`src/rtl/bfm_pkg.sv`:
```
// Shared types, constants and helpers for the Bloom filter with MurmurHash3 x86_32.
// No dependencies; the remainder unit and the top level import this package.
package bfm_pkg;

  localparam int MAX_BITS      = 65536;
  localparam int MAX_HASHES    = 16;
  localparam int MAX_KEY_BYTES = 1024;

  localparam int BIT_W   = $clog2(MAX_BITS);          // filter bit index width
  localparam int WORDS   = MAX_BITS / 32;             // 32-bit words in the store
  localparam int WADDR_W = (WORDS > 1) ? $clog2(WORDS) : 1;
  localparam int SIZE_W  = 17;                        // bit_array_size register
  localparam int CNT_W   = 5;                         // hash_count register
  localparam int LANE_W  = $clog2(MAX_HASHES);
  localparam int LEN_W   = $clog2(MAX_KEY_BYTES + 2);
  localparam int CFG_W   = 17;
  localparam int CFG_IDX_W = 1;
  localparam int REM_W   = BIT_W + 1;

  localparam logic [CFG_IDX_W-1:0] REG_SIZE  = 1'd0;
  localparam logic [CFG_IDX_W-1:0] REG_COUNT = 1'd1;

  localparam logic OP_INSERT = 1'b0;

  localparam logic [31:0] MM_C1 = 32'hcc9e2d51;
  localparam logic [31:0] MM_C2 = 32'h1b873593;
  localparam logic [31:0] MM_F1 = 32'h85ebca6b;
  localparam logic [31:0] MM_F2 = 32'hc2b2ae35;
  localparam logic [31:0] MM_N  = 32'he6546b64;

  typedef enum logic [3:0] {
    S_CLEAR, S_IDLE, S_KSCR1, S_KSCR2, S_LANE, S_FIN,
    S_FM1, S_FM2, S_FM3, S_DIV, S_RD, S_CHK, S_EMIT
  } state_t;

  // request to the remainder unit
  typedef struct packed {
    logic              start;
    logic [31:0]       dividend;
    logic [SIZE_W-1:0] divisor;
  } div_req_t;

  // answer from the remainder unit
  typedef struct packed {
    logic             done;
    logic [REM_W-1:0] rem;
  } div_rsp_t;

  function automatic logic [31:0] rotl32(input logic [31:0] x, input int r);
    rotl32 = (x << r) | (x >> (32 - r));
  endfunction

endpackage

```
`src/rtl/bfm_mod.sv`:
```
// Iterative remainder unit: 32-bit digest modulo the filter size, one bit per cycle.
// Depends on bfm_pkg for the request/answer structs.
module bfm_mod (
  input  logic                  clk,
  input  logic                  rst,
  input  bfm_pkg::div_req_t     req,
  output bfm_pkg::div_rsp_t     rsp
);
  import bfm_pkg::*;

  logic [31:0]      dq;
  logic [REM_W-1:0] rem;
  logic [5:0]       cnt;
  logic             busy;
  logic [REM_W:0]   trial;

  // shift in the next dividend bit, subtract when it fits
  always_comb begin
    trial = {rem, dq[31]};
  end

  always_ff @(posedge clk) begin
    if (rst) begin
      busy <= 1'b0;
      cnt  <= '0;
    end else if (req.start) begin
      busy <= 1'b1;
      cnt  <= 6'd32;
    end else if (busy) begin
      if (cnt == '0) busy <= 1'b0;
      else cnt <= cnt - 6'd1;
    end
  end

  always_ff @(posedge clk) begin
    if (req.start) begin
      dq  <= req.dividend;
      rem <= '0;
    end else if (busy && cnt != '0) begin
      dq <= {dq[30:0], 1'b0};
      if (trial >= {1'b0, req.divisor}) rem <= REM_W'(trial - {1'b0, req.divisor});
      else rem <= trial[REM_W-1:0];
    end
  end

  assign rsp.done = busy && (cnt == '0);
  assign rsp.rem  = rem;
endmodule

```
`config.mk`:
```
export PLATFORM = sky130hd
export DESIGN_NAME = bfm_mod
export DESIGN_NICKNAME = d
export VERILOG_FILES = /design/src/rtl/bfm_pkg.sv /design/src/rtl/bfm_mod.sv
export SDC_FILE = /design/constraint.sdc
export NUM_CORES = 1
export LEC_CHECK = 0
export ABC_CLOCK_PERIOD_IN_PS = 2900
export BUFFER_PORTS_ARGS = -buffer_cell sky130_fd_sc_hd__buf_4
export CAP_MARGIN = 20
export CORE_ASPECT_RATIO = 0.75
export CORE_UTILIZATION = 30
export CTS_BUF_LIST = sky130_fd_sc_hd__clkbuf_8
export DETAILED_ROUTE_END_ITERATION = 8
export GPL_TIMING_DRIVEN = 0
export PLACE_DENSITY = 0.49
export SETUP_SLACK_MARGIN = 0.1
export SLEW_MARGIN = 25
export SYNTH_ARGS = -nofsm -noshare
export SYNTH_HDL_FRONTEND = slang
export SYNTH_SLANG_ARGS = --single-unit
export TNS_END_PERCENT = 100
```
`constraint.sdc`:
```
create_clock -name clk -period 2.9 [get_ports clk]
set_input_delay 0.58 -clock clk [delete_from_list [all_inputs] [get_ports clk]]
set_output_delay 0.58 -clock clk [all_outputs]
set_load 0.03 [all_outputs]
```
* Word level (Yosys, flattened, before mapping)
Cells that the tools add are included.
** Word-level totals
- Register bits :: 56
- Output and inout bits :: 18
- Bits of input ports :: 52
- Logic and storage cells :: 28
** Cells by class
- Muxes and demuxes :: 9
- Equality and inequality tests :: 1
- Reductions and logical operators :: 9
- $add $sub $neg :: 2
- Order comparisons :: 1
- Bitwise gates (word level) :: 1
** Operators by type and width (count)
- 2-to-1 mux 32 bit :: 2
- greater-or-equal comparator 18 x 17 -> 1 bit :: 1
- 2-to-1 mux 6 bit :: 3
- 2-to-1 mux 17 bit :: 1
- subtractor 17 bit :: 1
- zero test 6 bit :: 1
- nonzero test 6 bit :: 1
- subtractor 6 x 1 -> 6 bit, second input constant :: 1
- AND reduction 2 bit :: 2
- nonzero test 2 bit :: 2
- 2-to-1 mux 1 bit :: 3
- logical AND 1 bit :: 2
- inequality test 2 bit, second input constant :: 1
- OR reduction 2 bit :: 1
- NOT 1 bit :: 1

* Longest topological paths before layout
- Depth after elaboration :: 4
- Depth in mapped cells :: 12
- Mapped depth without buffers :: 10

* Least setup slack after synthesis
No wires, ideal clock.
- Kind :: input -> register
- Start point :: input port req[0] in the netlist's numbering
- End point :: register rem[0]
- Required time :: 2.821 ns
- Slack :: 0.184 ns
- Cell stages on the path :: 9
- Arrival time :: 2.636 ns
- Cells stage by stage :: ha_1 > inv_1 > fa_1 > a21o_1 > a21oi_1 > o211ai_2 > a31oi_2 > mux2_4 > a211oi_2
** On the way
- Longest elaborated chain between the ends :: 2
** RTL lines
- start, declared :: RTL line bfm_mod.sv:6 : input bfm_pkg::div_req_t req,
- subtractor 17 bit / greater-or-equal comparator 18 x 17 -> 1 bit (equally long branches) :: RTL line bfm_mod.sv:41 : if (trial >= {1'b0, req.divisor}) rem <= REM_W'(trial - {1'b0, req.divisor});
- 2-to-1 mux 17 bit (*) :: RTL line bfm_mod.sv:41
- end signal, assigned :: RTL line bfm_mod.sv:41
- end signal, assigned :: RTL line bfm_mod.sv:42 : else rem <= trial[REM_W-1:0];
- end, declared :: RTL line bfm_mod.sv:12 : logic [REM_W-1:0] rem;
Every way passes the cells marked *; elsewhere a longest branch is shown, timed or not.
A chain may end at the register's enable or synchronous reset.

* Worst setup path after layout
- Start point :: register dq[31]
- End point :: register rem[13]
** On the way
- Longest elaborated chain between the ends :: 2
** RTL lines
- start, declared :: RTL line bfm_mod.sv:11 : logic [31:0] dq;
- start signal, assigned :: RTL line bfm_mod.sv:37 : dq <= req.dividend;
- start signal, assigned :: RTL line bfm_mod.sv:40 : dq <= {dq[30:0], 1'b0};
- subtractor 17 bit / greater-or-equal comparator 18 x 17 -> 1 bit (equally long branches) :: RTL line bfm_mod.sv:41
- 2-to-1 mux 17 bit (*) :: RTL line bfm_mod.sv:41
Marks and branches as above.

==> out/metrics.yaml <==
synthesis:
  syn-instance-count: 341
  ys_seq_area_frac: 0.413
  synth_top_cell_area_share: 0.275
  synthFlopType: "edfxtp_1"
  ys_ff_latch: 56
  ys.warnings.count: 0
  syn-cell-area_um2: 3490
  synth_largest_area_cell: "edfxtp_1"
  yosysUniqueCellTypes: 62
  syn_nets: 413
  synth_edf_count: 32
  yosys-top-cells-area: "edfxtp_1 28%, dfxtp_1 14%, mux2_2 10%"
  ys_async_sr_fraction: 0
  postSynthAreaPerCell_um2: 10.2
placement:
  dp_slack_ps: -458
  dp_hpwl_um: 6730
  portBuffers: 69
  place_congestion: 0.797
  placed_area_um2: 4180
worst_setup_path:
  max_stage_delay_ps: 410
  ff2ff_path_depth: 11
  cpMostUsedCell: "inv_1"
  end_kind: "flop"
  start_kind: "flop"
  crit_chain: "inv_1, ha_1, inv_1, fa_1, a21o_1, a21oi_4, o211ai_4, a31o_1, buf_6, or4_1, o211ai_1"
  critical-path-slowest-cell: "fa_1"
  critPathRequiredTime_ps: 3150
  crit_buf_inv: 3
  crit_type: "reg2reg"
  worstSetupPathDepth: 11
  arrival_ps: 2920
  cp_max_fo: 10
  crit_family: "compound AO/OA/AOI/OAI gates"
  r2r_slack_ps: 230
  r2r_start: "dq[31]$_DFFE_PP_"
  timing.rr.end: "rem[13]$_SDFFE_PP0P_"
  cp-endpoint: "rem[13]$_SDFFE_PP0P_"
  startpoint: "dq[31]$_DFFE_PP_"
power_and_ir_drop:
  switchingPower_uw: 636
  leakage_uw: 0.00181
  sw_frac_of_total: 0.293
  vdd_ir_drop_max_uv: 216
  power.density_nw_per_um2: 495
  intPower_uw: 1530
  power.share.clock: 0.283
  combPwrFrac: 0.275
  power_uw: 2170
  p_seq_frac: 0.442
timing:
  tightest_slew_ps: 695
  hold_slack_ps: 490
  slew_headroom: 0.537
  layout_min_cycle_time_ps: 2670
  period_share: 0.921
  fin_skew_ps: 9.22
  drv_slew: 0
  fmax_mhz: 374
  setup_violations: 0
  rsz0062_at_grt: "no"
  timing.final.ws_setup_ps: 228
  tns_ps: 0
  hold_viol_final: 0
clock_tree:
  cts_buffer_depth: 2
  path_clk_slew_ps: 110
  numCtsBuffers: 5
  cts.sinks: 56
  ctsRootBufferMaster: "clkbuf_8"
  cts_tree: "done"
  htreeDepth: 2
  clkLatencyLatePin_ps: 310
  cts-hold-fix-buffers: 0
routing:
  drc: 0
  drt-total-wl_um: 9040
  drt_first_pass_iters: 4
  first_iter_violations: 163
  ant_nets: 0
  vias: 2813
  via_per_inst: 5.01
  wl_per_cell_um: 16.1
worst_hold_path:
  hold_start: "rst"
  hold_path.class: "in2reg"
layout:
  drive_gt1_frac: 0.320
  fillerInstances: 1125
  final_cell_mix: "73 x buf_4, 32 x nor2_1, 32 x edfxtp_1"
  syn_to_final_growth_pct: 25.5
  multi_input_area_um2: 1910
  num_antenna_cells: 0
  layout_commonest_cell: "buf_4"
  fin_nets: 493
  final_area_um2: 4380
  regArea_um2: 1440
grt:
  grt_pass1_vias: 2660
  antenna_found_initial: 0
  grt_pass1_wl_um: 14200
  grt.overflow.total: 0
  grt_use_total: 0.155
  grt_max_degree: 33
floorplan:
  fp-row-count: 33
  initial_core_util: 0.314
  io_pins: 70
  dieArea_um2: 12100
  die_w_um: 127
  core_area_um2: 11100
  dieHeight_um: 95.4
run:
  maxCapViolCount: 0
run_status:
  outcome: "finished clean"
-- timing repair --
action	CTS	global route
endpoints found under the hold margin	0	0
setup buffers	3	1
gates resized for setup	3	6
endpoints found under the setup margin	46	45
pin swaps	1	1
-- synth_stat cells, types with 6 or more instances --
| cell | count |
|---|---|
| edfxtp_1 | 32 |
| a21o_1 | 6 |
| clkbuf_1 | 10 |
| o21ai_0 | 11 |
| a31oi_1 | 8 |
| inv_1 | 26 |
| xnor2_1 | 10 |
| nor3_1 | 7 |
| xor2_1 | 6 |
| ha_1 | 19 |
| a21oi_1 | 13 |
| nor2_1 | 32 |
| dfxtp_1 | 24 |
| mux2_2 | 31 |
| nand2_1 | 22 |
| a311oi_1 | 6 |
-- registers in the layout (all words and copies together), names as in the netlist --
signal	cells
rem	17
cnt	6
dq	32
busy	1
-- layer usage --
metal  track usage  share of wire  vias to the layer above
met5             0              0                        -
met4        0.0392         0.0065                        0
li1              -              -                     1418
met3        0.0247          0.051                        4
met2         0.221           0.41                       69
met1         0.239           0.53                     1322
-- through the flow --
step                utilization  cells
finish                    0.394    562
floorplan                     -    341
global placement          0.377    550
CTS                       0.392    561
global route              0.394    562
detailed placement        0.377    550
-- cell families after synthesis --
kind of cell,after synthesis,synth area share
flip-flops,56,0.413
buffers and inverters,40,0.0491
adder cells (fa/ha/maj),20,0.0738
AND/OR/NAND/NOR,94,0.136
AO/OA/AOI/OAI,81,0.178
XOR/XNOR,16,0.0401
multiplexers,34,0.110
-- worst min path at each step --
stage / slack (ps) / to / depth (start not counted)
floorplan: 490 / cnt[1]$_SDFFE_PP0P_ / 2
global placement: 490 / rem[2]$_SDFFE_PP0P_ / 2
detailed placement: 490 / rem[2]$_SDFFE_PP0P_ / 2
CTS: 470 / cnt[3]$_SDFFE_PP0P_ / 2
global route: 470 / cnt[0]$_SDFFE_PP0P_ / 2
finish: 490 / cnt[3]$_SDFFE_PP0P_ / 2
-- layout make-up --
type	count	share of cell area
clock buffers	5	0.0157
flip-flops and latches	56	0.329
plain buffers	14	0.0174
well taps	140	0.0400
inverters	26	0.0229
multi-input cells	245	0.435
repair buffers	73	0.125
clock inverters	3	0.0146
-- worst reg2reg max path: stages (launching register included) --
cell      delay, ps
edfxtp_1        390
inv_1            90
ha_1            160
inv_1            50
fa_1            410
a21o_1          240
a21oi_4         210
o211ai_4        140
a31o_1          250
buf_6           150
or4_1           420
o211ai_1        100
-- power groups by stage --
| stage | Clock [uW] | Sequential (uW) | Combinational (uW) |
|---|---|---|---|
| finish | 613 | 959 | 596 |
| global route | 664 | 969 | 653 |
| CTS | 636 | 960 | 589 |
| detailed placement | 0 | 978 | 575 |
| global placement | 0 | 978 | 569 |
| floorplan | 0 | 998 | 366 |
Power figures use the tool's default switching activity.
